$ cat src/hw/rtl/spq_pkg.sv
// Shared types, codes and constants for the sorted priority queue.
package spq_pkg;

    // Default number of storage entries
    localparam int DEFAULT_CAPACITY = 32;

    // Size register width and reset value
    localparam int          QSIZE_W     = 6;
    localparam logic [5:0]  QSIZE_RESET = 6'd32;

    // Field widths
    localparam int DATA_W  = 32;
    localparam int ENTRY_W = 2 * DATA_W;

    // Operation codes
    localparam logic KIND_ENQ = 1'b0;
    localparam logic KIND_DEQ = 1'b1;

    // Result status codes
    typedef enum logic [1:0] {
        STATUS_DONE  = 2'd0,
        STATUS_FULL  = 2'd1,
        STATUS_EMPTY = 2'd2
    } status_t;

    // Controller states
    typedef enum logic [1:0] {
        ST_IDLE,
        ST_ENQ_LOOK,
        ST_ENQ_CMP,
        ST_DEQ
    } ctl_state_t;

    // Logical read address select
    typedef enum logic [1:0] {
        RD_HEAD,
        RD_POS_M1,
        RD_POS_M2
    } rd_sel_t;

    // Commands from controller to datapath
    typedef struct packed {
        logic    load;
        logic    rd_en;
        rd_sel_t rd_sel;
        logic    wr_new;
        logic    wr_shift;
        logic    pos_dec;
        logic    push;
        logic    pop;
        logic    res_valid;
        status_t res_status;
    } dp_cmd_t;

    // Status from datapath to controller
    typedef struct packed {
        logic full;
        logic empty;
        logic pos_zero;
        logic pos_one;
        logic less;
    } dp_stat_t;

endpackage

$ cat src/hw/rtl/sorted_priority_queue.sv
// Sorted priority queue top level: controller plus datapath.
// Refused enqueue (full) or dequeue (empty): done strobes in the cycle after start.
// Dequeue: start reads the head (one registered RAM read), then ST_DEQ pops it and sets done.
// Enqueue: ST_ENQ_LOOK reads the entry ahead of the hole; ST_ENQ_CMP moves entries with
// priority >= new one slot back, one entry per cycle, and then writes the new pair at the hole.
// busy drops with the done strobe, so the next command can start in that cycle; the
// receiver cannot stall. Reset clears the count and sets queue_size to 32; storage is kept.
module sorted_priority_queue
    import spq_pkg::*;
#(
    parameter int CAPACITY = DEFAULT_CAPACITY
) (
    input  logic                     clk,
    input  logic                     rst_n,
    input  logic                     start,
    output logic                     busy,
    input  logic                     kind,
    input  logic signed [DATA_W-1:0] item_value,
    input  logic signed [DATA_W-1:0] item_priority,
    output logic                     done,
    output logic [1:0]               status,
    output logic signed [DATA_W-1:0] out_item,
    output logic signed [DATA_W-1:0] out_priority,
    input  logic                     cfg_valid,
    output logic                     cfg_ready,
    input  logic [QSIZE_W-1:0]       cfg_data
);

    dp_cmd_t  cmd;
    dp_stat_t stat;

    spq_ctl u_ctl (
        .clk   (clk),
        .rst_n (rst_n),
        .start (start),
        .kind  (kind),
        .stat  (stat),
        .cmd   (cmd),
        .busy  (busy)
    );

    spq_dp #(
        .CAPACITY (CAPACITY)
    ) u_dp (
        .clk           (clk),
        .rst_n         (rst_n),
        .cmd           (cmd),
        .stat          (stat),
        .item_value    (item_value),
        .item_priority (item_priority),
        .cfg_valid     (cfg_valid),
        .cfg_ready     (cfg_ready),
        .cfg_data      (cfg_data),
        .done          (done),
        .status        (status),
        .out_item      (out_item),
        .out_priority  (out_priority)
    );

endmodule

$ cat src/hw/rtl/spq_ram.sv
// Generic simple dual-port RAM with registered read.
module spq_ram #(
    parameter int WIDTH = 64,
    parameter int DEPTH = 32
) (
    input  logic                     clk,
    input  logic                     we,
    input  logic [$clog2(DEPTH)-1:0] waddr,
    input  logic [WIDTH-1:0]         wdata,
    input  logic                     re,
    input  logic [$clog2(DEPTH)-1:0] raddr,
    output logic [WIDTH-1:0]         rdata
);

    logic [WIDTH-1:0] mem_reg [DEPTH];
    logic [WIDTH-1:0] rdata_reg;

    // Write port
    always_ff @(posedge clk)
    begin
        if (we)
        begin
            mem_reg[waddr] <= wdata;
        end
    end

    // Registered read port, hold when idle
    always_ff @(posedge clk)
    begin
        if (re)
        begin
            rdata_reg <= mem_reg[raddr];
        end
    end

    assign rdata = rdata_reg;

endmodule

$ cat src/hw/rtl/spq_ctl.sv
// Controller state machine for the sorted priority queue.
module spq_ctl
    import spq_pkg::*;
(
    input  logic     clk,
    input  logic     rst_n,
    input  logic     start,
    input  logic     kind,
    input  dp_stat_t stat,
    output dp_cmd_t  cmd,
    output logic     busy
);

    ctl_state_t state_reg;
    ctl_state_t state_next;

    // State register
    always_ff @(posedge clk or negedge rst_n)
    begin
        if (!rst_n)
        begin
            state_reg <= ST_IDLE;
        end
        else
        begin
            state_reg <= state_next;
        end
    end

    // Next state
    always_comb
    begin
        state_next = state_reg;
        case (state_reg)
            ST_IDLE:
            begin
                if (start && kind == KIND_ENQ && !stat.full)
                begin
                    state_next = ST_ENQ_LOOK;
                end
                else if (start && kind == KIND_DEQ && !stat.empty)
                begin
                    state_next = ST_DEQ;
                end
            end
            ST_ENQ_LOOK:
            begin
                state_next = stat.pos_zero ? ST_IDLE : ST_ENQ_CMP;
            end
            ST_ENQ_CMP:
            begin
                if (stat.less)
                begin
                    state_next = ST_IDLE;
                end
                else if (stat.pos_one)
                begin
                    state_next = ST_ENQ_LOOK;
                end
            end
            ST_DEQ:
            begin
                state_next = ST_IDLE;
            end
            default:
            begin
                state_next = ST_IDLE;
            end
        endcase
    end

    // Command outputs
    always_comb
    begin
        cmd            = '0;
        cmd.rd_sel     = RD_HEAD;
        cmd.res_status = STATUS_DONE;
        busy           = (state_reg != ST_IDLE);
        case (state_reg)
            ST_IDLE:
            begin
                if (start && kind == KIND_ENQ)
                begin
                    if (stat.full)
                    begin
                        cmd.res_valid  = 1'b1;
                        cmd.res_status = STATUS_FULL;
                    end
                    else
                    begin
                        cmd.load = 1'b1;
                    end
                end
                else if (start)
                begin
                    if (stat.empty)
                    begin
                        cmd.res_valid  = 1'b1;
                        cmd.res_status = STATUS_EMPTY;
                    end
                    else
                    begin
                        cmd.rd_en  = 1'b1;
                        cmd.rd_sel = RD_HEAD;
                    end
                end
            end
            ST_ENQ_LOOK:
            begin
                // Place at the head slot, or fetch the entry below the hole
                if (stat.pos_zero)
                begin
                    cmd.wr_new    = 1'b1;
                    cmd.push      = 1'b1;
                    cmd.res_valid = 1'b1;
                end
                else
                begin
                    cmd.rd_en  = 1'b1;
                    cmd.rd_sel = RD_POS_M1;
                end
            end
            ST_ENQ_CMP:
            begin
                // Drop the new pair into the hole, or advance the hole down
                if (stat.less)
                begin
                    cmd.wr_new    = 1'b1;
                    cmd.push      = 1'b1;
                    cmd.res_valid = 1'b1;
                end
                else
                begin
                    cmd.wr_shift = 1'b1;
                    cmd.pos_dec  = 1'b1;
                    if (!stat.pos_one)
                    begin
                        cmd.rd_en  = 1'b1;
                        cmd.rd_sel = RD_POS_M2;
                    end
                end
            end
            ST_DEQ:
            begin
                cmd.pop       = 1'b1;
                cmd.res_valid = 1'b1;
            end
            default:
            begin
                cmd = '0;
            end
        endcase
    end

endmodule

$ cat src/hw/rtl/spq_dp.sv
// Datapath of the sorted priority queue: ring storage, pointers, result registers.
module spq_dp
    import spq_pkg::*;
#(
    parameter int CAPACITY = DEFAULT_CAPACITY
) (
    input  logic                     clk,
    input  logic                     rst_n,
    input  dp_cmd_t                  cmd,
    output dp_stat_t                 stat,
    input  logic signed [DATA_W-1:0] item_value,
    input  logic signed [DATA_W-1:0] item_priority,
    input  logic                     cfg_valid,
    output logic                     cfg_ready,
    input  logic [QSIZE_W-1:0]       cfg_data,
    output logic                     done,
    output logic [1:0]               status,
    output logic signed [DATA_W-1:0] out_item,
    output logic signed [DATA_W-1:0] out_priority
);

    localparam int IW   = $clog2(CAPACITY);
    localparam int CW   = $clog2(CAPACITY + 1);
    localparam int SW   = CW + 1;
    localparam int CMPW = (CW > QSIZE_W) ? CW : QSIZE_W;

    localparam logic [CW-1:0] CAP_C  = CW'(CAPACITY);
    localparam logic [SW-1:0] CAP_S  = SW'(CAPACITY);
    localparam logic [IW-1:0] LAST_I = IW'(CAPACITY - 1);

    logic [QSIZE_W-1:0]       qsize_reg;
    logic [CW-1:0]            count_reg;
    logic [IW-1:0]            head_reg;
    logic [CW-1:0]            pos_reg;
    logic signed [DATA_W-1:0] value_reg;
    logic signed [DATA_W-1:0] prio_reg;
    logic                     res_valid_reg;
    status_t                  status_reg;
    logic signed [DATA_W-1:0] out_item_reg;
    logic signed [DATA_W-1:0] out_prio_reg;

    logic [CW-1:0]      rd_logical;
    logic [IW-1:0]      raddr;
    logic [IW-1:0]      waddr;
    logic               we;
    logic [ENTRY_W-1:0] wdata;
    logic [ENTRY_W-1:0] rdata;

    // Map a logical slot to a ring address
    function automatic logic [IW-1:0] phys_addr(input logic [IW-1:0] head,
                                                input logic [CW-1:0] slot);
        logic [SW-1:0] sum;
        sum = SW'(head) + SW'(slot);
        if (sum >= CAP_S)
        begin
            sum = sum - CAP_S;
        end
        return sum[IW-1:0];
    endfunction

    // Size register
    assign cfg_ready = 1'b1;

    always_ff @(posedge clk or negedge rst_n)
    begin
        if (!rst_n)
        begin
            qsize_reg <= QSIZE_RESET;
        end
        else if (cfg_valid && cfg_ready)
        begin
            qsize_reg <= cfg_data;
        end
    end

    // Status to controller
    always_comb
    begin
        stat.full     = (CMPW'(count_reg) >= CMPW'(qsize_reg)) || (count_reg == CAP_C);
        stat.empty    = (count_reg == '0);
        stat.pos_zero = (pos_reg == '0);
        stat.pos_one  = (pos_reg == CW'(1));
        stat.less     = $signed(rdata[ENTRY_W-1:DATA_W]) < prio_reg;
    end

    // Storage addressing
    always_comb
    begin
        case (cmd.rd_sel)
            RD_HEAD:   rd_logical = '0;
            RD_POS_M1: rd_logical = pos_reg - CW'(1);
            RD_POS_M2: rd_logical = pos_reg - CW'(2);
            default:   rd_logical = '0;
        endcase
    end

    assign raddr = phys_addr(head_reg, rd_logical);
    assign waddr = phys_addr(head_reg, pos_reg);
    assign we    = cmd.wr_new || cmd.wr_shift;
    assign wdata = cmd.wr_new ? {prio_reg, value_reg} : rdata;

    spq_ram #(
        .WIDTH (ENTRY_W),
        .DEPTH (CAPACITY)
    ) u_ram (
        .clk   (clk),
        .we    (we),
        .waddr (waddr),
        .wdata (wdata),
        .re    (cmd.rd_en),
        .raddr (raddr),
        .rdata (rdata)
    );

    // Capture the enqueue transaction
    always_ff @(posedge clk)
    begin
        if (cmd.load)
        begin
            value_reg <= item_value;
            prio_reg  <= item_priority;
        end
    end

    // Occupancy, head and hole pointers
    always_ff @(posedge clk or negedge rst_n)
    begin
        if (!rst_n)
        begin
            count_reg <= '0;
            head_reg  <= '0;
            pos_reg   <= '0;
        end
        else
        begin
            if (cmd.load)
            begin
                pos_reg <= count_reg;
            end
            else if (cmd.pos_dec)
            begin
                pos_reg <= pos_reg - CW'(1);
            end
            if (cmd.push)
            begin
                count_reg <= count_reg + CW'(1);
            end
            else if (cmd.pop)
            begin
                count_reg <= count_reg - CW'(1);
                head_reg  <= (head_reg == LAST_I) ? '0 : head_reg + IW'(1);
            end
        end
    end

    // Result strobe
    always_ff @(posedge clk or negedge rst_n)
    begin
        if (!rst_n)
        begin
            res_valid_reg <= 1'b0;
        end
        else
        begin
            res_valid_reg <= cmd.res_valid;
        end
    end

    // Result payload
    always_ff @(posedge clk)
    begin
        if (cmd.res_valid)
        begin
            status_reg   <= cmd.res_status;
            out_item_reg <= cmd.pop ? $signed(rdata[DATA_W-1:0]) : '0;
            out_prio_reg <= cmd.pop ? $signed(rdata[ENTRY_W-1:DATA_W]) : '0;
        end
    end

    assign done         = res_valid_reg;
    assign status       = status_reg;
    assign out_item     = out_item_reg;
    assign out_priority = out_prio_reg;

    // Occupancy never exceeds storage
    a_count_bound: assert property (@(posedge clk) disable iff (!rst_n)
        count_reg <= CAP_C)
        else $error("entry count above capacity");

    // A push adds exactly one entry
    a_push_count: assert property (@(posedge clk) disable iff (!rst_n)
        cmd.push |=> count_reg == $past(count_reg) + CW'(1))
        else $error("push did not add one entry");

    // A pop only happens on a non-empty queue and removes one entry
    a_pop_count: assert property (@(posedge clk) disable iff (!rst_n)
        cmd.pop |-> count_reg != '0 ##1 count_reg == $past(count_reg) - CW'(1))
        else $error("pop on empty queue or bad count");

    // Refused transactions return zero payload
    a_zero_payload: assert property (@(posedge clk) disable iff (!rst_n)
        (res_valid_reg && status_reg != STATUS_DONE) |->
            (out_item_reg == '0 && out_prio_reg == '0))
        else $error("refused transaction carries payload");

endmodule
$ cat config.mk
export PLATFORM = sky130hd
export DESIGN_NAME = sorted_priority_queue
export DESIGN_NICKNAME = d
export VERILOG_FILES = /design/src/hw/rtl/spq_pkg.sv /design/src/hw/rtl/sorted_priority_queue.sv /design/src/hw/rtl/spq_ram.sv /design/src/hw/rtl/spq_ctl.sv /design/src/hw/rtl/spq_dp.sv
export SDC_FILE = /design/constraint.sdc
export NUM_CORES = 2
export LEC_CHECK = 0
export ABC_AREA = 1
export BUFFER_PORTS_ARGS = -buffer_cell sky130_fd_sc_hd__buf_4
export CAP_MARGIN = 40
export CORE_MARGIN = 2
export CORE_UTILIZATION = 35
export CTS_CLUSTER_DIAMETER = 60
export CTS_CLUSTER_SIZE = 14
export DETAILED_ROUTE_END_ITERATION = 8
export MAX_ROUTING_LAYER = met4
export PLACE_DENSITY = 0.6
export SETUP_SLACK_MARGIN = 0.1
export SYNTH_ARGS = -nofsm -noshare
export SYNTH_HDL_FRONTEND = slang
export SYNTH_SLANG_ARGS = --single-unit
$ cat constraint.sdc
create_clock -name clk -period 6.9 [get_ports clk]
set_clock_uncertainty 0.2 [all_clocks]
set_input_delay 0.69 -clock clk [delete_from_list [all_inputs] [get_ports clk]]
set_output_delay 0.69 -clock clk [all_outputs]
set_load 0.1 [all_outputs]
==> impl_metrics.ini <==
[setup_path]
startpoint = u_dp.prio_reg[23]$_DFFE_PP_
crit_path_max_incr_delay_ns = 0.70
worst_ep_required_time_ns = 7.29
worst_path_most_repeated_cell = sky130_fd_sc_hd__nor2_1
worst_setup_path_start_kind = register
critical_path.max_fanout = 41
cp.buffers_inverters = 6
cp_slowest_cell = sky130_fd_sc_hd__fa_4
critical-path-top-delay-family = simple AND/OR/NAND/NOR gates
cp-end-kind = register
worst-setup-path-type = register to register
crit-reg2reg-capture = u_dp.u_ram.rdata[5]$_DFFE_PP_
worst_r2r_startpoint = u_dp.prio_reg[23]$_DFFE_PP_
critPathArrivalTime_ns = 6.41
r2r_slack_ns = 0.88
worst-r2r-cell-count = 28

[placement]
finalWeightedCongestion = 0.821
pre_cts_slack_ns = 0.814
numPortBuffers = 142
dp.final_hpwl_um = 142000
placed_cell_area_um2 = 98900

[synthesis]
netlist.area_leader.share = 0.749
synth_enable_flop_cells = 2242
netlist.top_cell.by_area = sky130_fd_sc_hd__edfxtp_1
synthCells = 6721
compound_gate_fraction_of_synth_area = 0.120
post_synth.cell_area_avg_um2 = 13.4
main_combinational_cell_family_by_area_after_synthesis = compound AO/OA/AOI/OAI gates
post_synth_main_area_contributors = sky130_fd_sc_hd__edfxtp_1 75%, sky130_fd_sc_hd__nor2_1 6.1%, sky130_fd_sc_hd__o21ai_0 5.3%
synth-main-ff-cell = sky130_fd_sc_hd__edfxtp_1
syn_nets = 6860
synth_async_sr_flop_share = 0.0115
ys_warn_count = 0
simple_gate_fraction_of_synth_area = 0.0774
synth_adder_area_share = 0.00916
synthXorXnorAreaFrac = 0.00174
mappedNetlistArea_um2 = 89800
synthDistinctLibCells = 44
synth_mux_area_frac = 0.00726
number_of_storage_elements_in_the_synthesis_netlist = 2268
synth_sequential_area_ratio = 0.757

[timing]
setup_violations = 0
max_slew_violation_count = 0
worst-slew-pin-transition_ns = 0.948
whs_ns = 0.102
final_hold_vios = 0
fin_crit_period_ns = 6.02
min_period_over_period = 0.873
fmax_mhz = 166
rsz0062_at_grt = false
setup_slack_ns = 0.877
fin_tns_setup_ns = 0
max_slew_margin = 0.366

[clock_network]
ctsHoldBuffers = 83
worst_skew_pair.late_latency_ns = 0.88
postCtsSetupBuffers = 0
tritoncts = built
cts_made_buffers = 193
postCtsResizedCells = 0
clockRootBuffer = sky130_fd_sc_hd__clkbuf_16
worst_setup_hold_path_clk_slew_ns = 0.07
cts-root-to-sink-buffers = 3
cts_num_sinks = 2268
htree_levels = 4

[flow_run]
max_cap_viol_count = 0

[global_route]
antenna_violations_before_repair = 2
grt_pass1_wl_um = 384000
grt_util_all_layers = 0.203
grt_start_max_net_pins = 74
grt_overflow = 0
first_global_vias = 55900

[die]
io_pins = 144
die-area_um2 = 261000
die_width_um = 511
initial_core_util = 0.351
design.core.area_um2 = 256000
core.rowCount = 186
vertical_extent_of_the_die_um = 511

[routing]
wl_per_cell_um = 25.0
drt_first_pass_iters = 6
drc_errors = 0
vias_post_dr = 57900
vias_per_cell = 5.48
routed_wl_um = 264000
antenna_left = 0
first_iter_violations = 7279

[outcome]
run_status = completed

[cells_and_area]
fraction_of_layout_instances_using_a_drive_strength_above_1 = 0.122
layout.filler_cells = 23300
final_area_um2 = 105000
fin_nets = 7261
layout_commonest_cell = sky130_fd_sc_hd__edfxtp_1
flow.area_growth_from_synthesis_pct = 17.2
largest_register_ffs = 2048
final_cell_mix = 2,242 x sky130_fd_sc_hd__edfxtp_1, 1,433 x sky130_fd_sc_hd__nor2_1, 958 x sky130_fd_sc_hd__o21ai_0

[worst_hold_path]
worstHoldPathType = input pin to async pin
-- worst max path at each step --
stage / to / slack, ns / cells after the start
after floorplan: u_dp.u_ram.mem_reg[13][0]$_DFFE_PP_ / 1.55 / 13
after global placement: u_dp.u_ram.rdata[26]$_DFFE_PP_ / 0.75 / 27
after detailed placement: u_dp.u_ram.rdata[5]$_DFFE_PP_ / 0.81 / 28
after CTS: u_dp.u_ram.rdata[5]$_DFFE_PP_ / 0.78 / 28
after global routing: u_dp.u_ram.rdata[5]$_DFFE_PP_ / 0.45 / 27
final: u_dp.u_ram.rdata[5]$_DFFE_PP_ / 0.88 / 28
-- synthesized netlist by cell type (25+ instances only) --
cell type and instances:
sky130_fd_sc_hd__dfrtp_1 25, sky130_fd_sc_hd__clkbuf_1 341, sky130_fd_sc_hd__nand3_1 71, sky130_fd_sc_hd__nor2_1 1465, sky130_fd_sc_hd__o22ai_1 130, sky130_fd_sc_hd__buf_2 78
sky130_fd_sc_hd__a21oi_1 287, sky130_fd_sc_hd__inv_1 145, sky130_fd_sc_hd__edfxtp_1 2242, sky130_fd_sc_hd__o221ai_1 256, sky130_fd_sc_hd__o21ai_1 117, sky130_fd_sc_hd__ha_1 61
sky130_fd_sc_hd__mux2i_1 64, sky130_fd_sc_hd__o21ai_0 958, sky130_fd_sc_hd__a31oi_1 129, sky130_fd_sc_hd__nand2_1 254
-- logic make-up after synthesis --
family | count (synthesis)
DFF | 2268
AOI/OAI and AO/OA | 1885
other | 1
muxes | 65
buffers and inverters | 610
adders and majority gates | 64
xor gates and xnor gates | 14
and+or+nand+nor | 1814
-- through the flow --
stage,instances,utilization
CTS,10600,0.411
global placement,10200,0.385
global route,10600,0.411
floorplan,6721,-
finish,10600,0.411
detailed placement,10200,0.386
-- layer usage --
layer | global-route usage | up-vias | part of all wire
met2 | 0.330 | 2502 | 0.49
met3 | 0.0268 | 409 | 0.076
met5 | - | - | 0
li1 | - | 25700 | -
met1 | 0.266 | 29300 | 0.41
met4 | 0.0622 | 0 | 0.030
-- layout make-up --
class | instances | area [um2] | share of cell area
Antenna cell | 1 | 2.50 | 0.0000238
Clock buffer | 199 | 4920 | 0.0467
Clock inverter | 50 | 599 | 0.00569
Inverter | 152 | 601 | 0.00570
Multi-Input combinational cell | 3843 | 19700 | 0.187
Sequential cell | 2268 | 68000 | 0.645
Tap cell | 3384 | 4230 | 0.0402
Timing Repair Buffer | 664 | 7320 | 0.0695
Power is left out: the tool's default activity adds up to more than one toggle a clock period on the data nets, which glitch-free logic cannot reach.
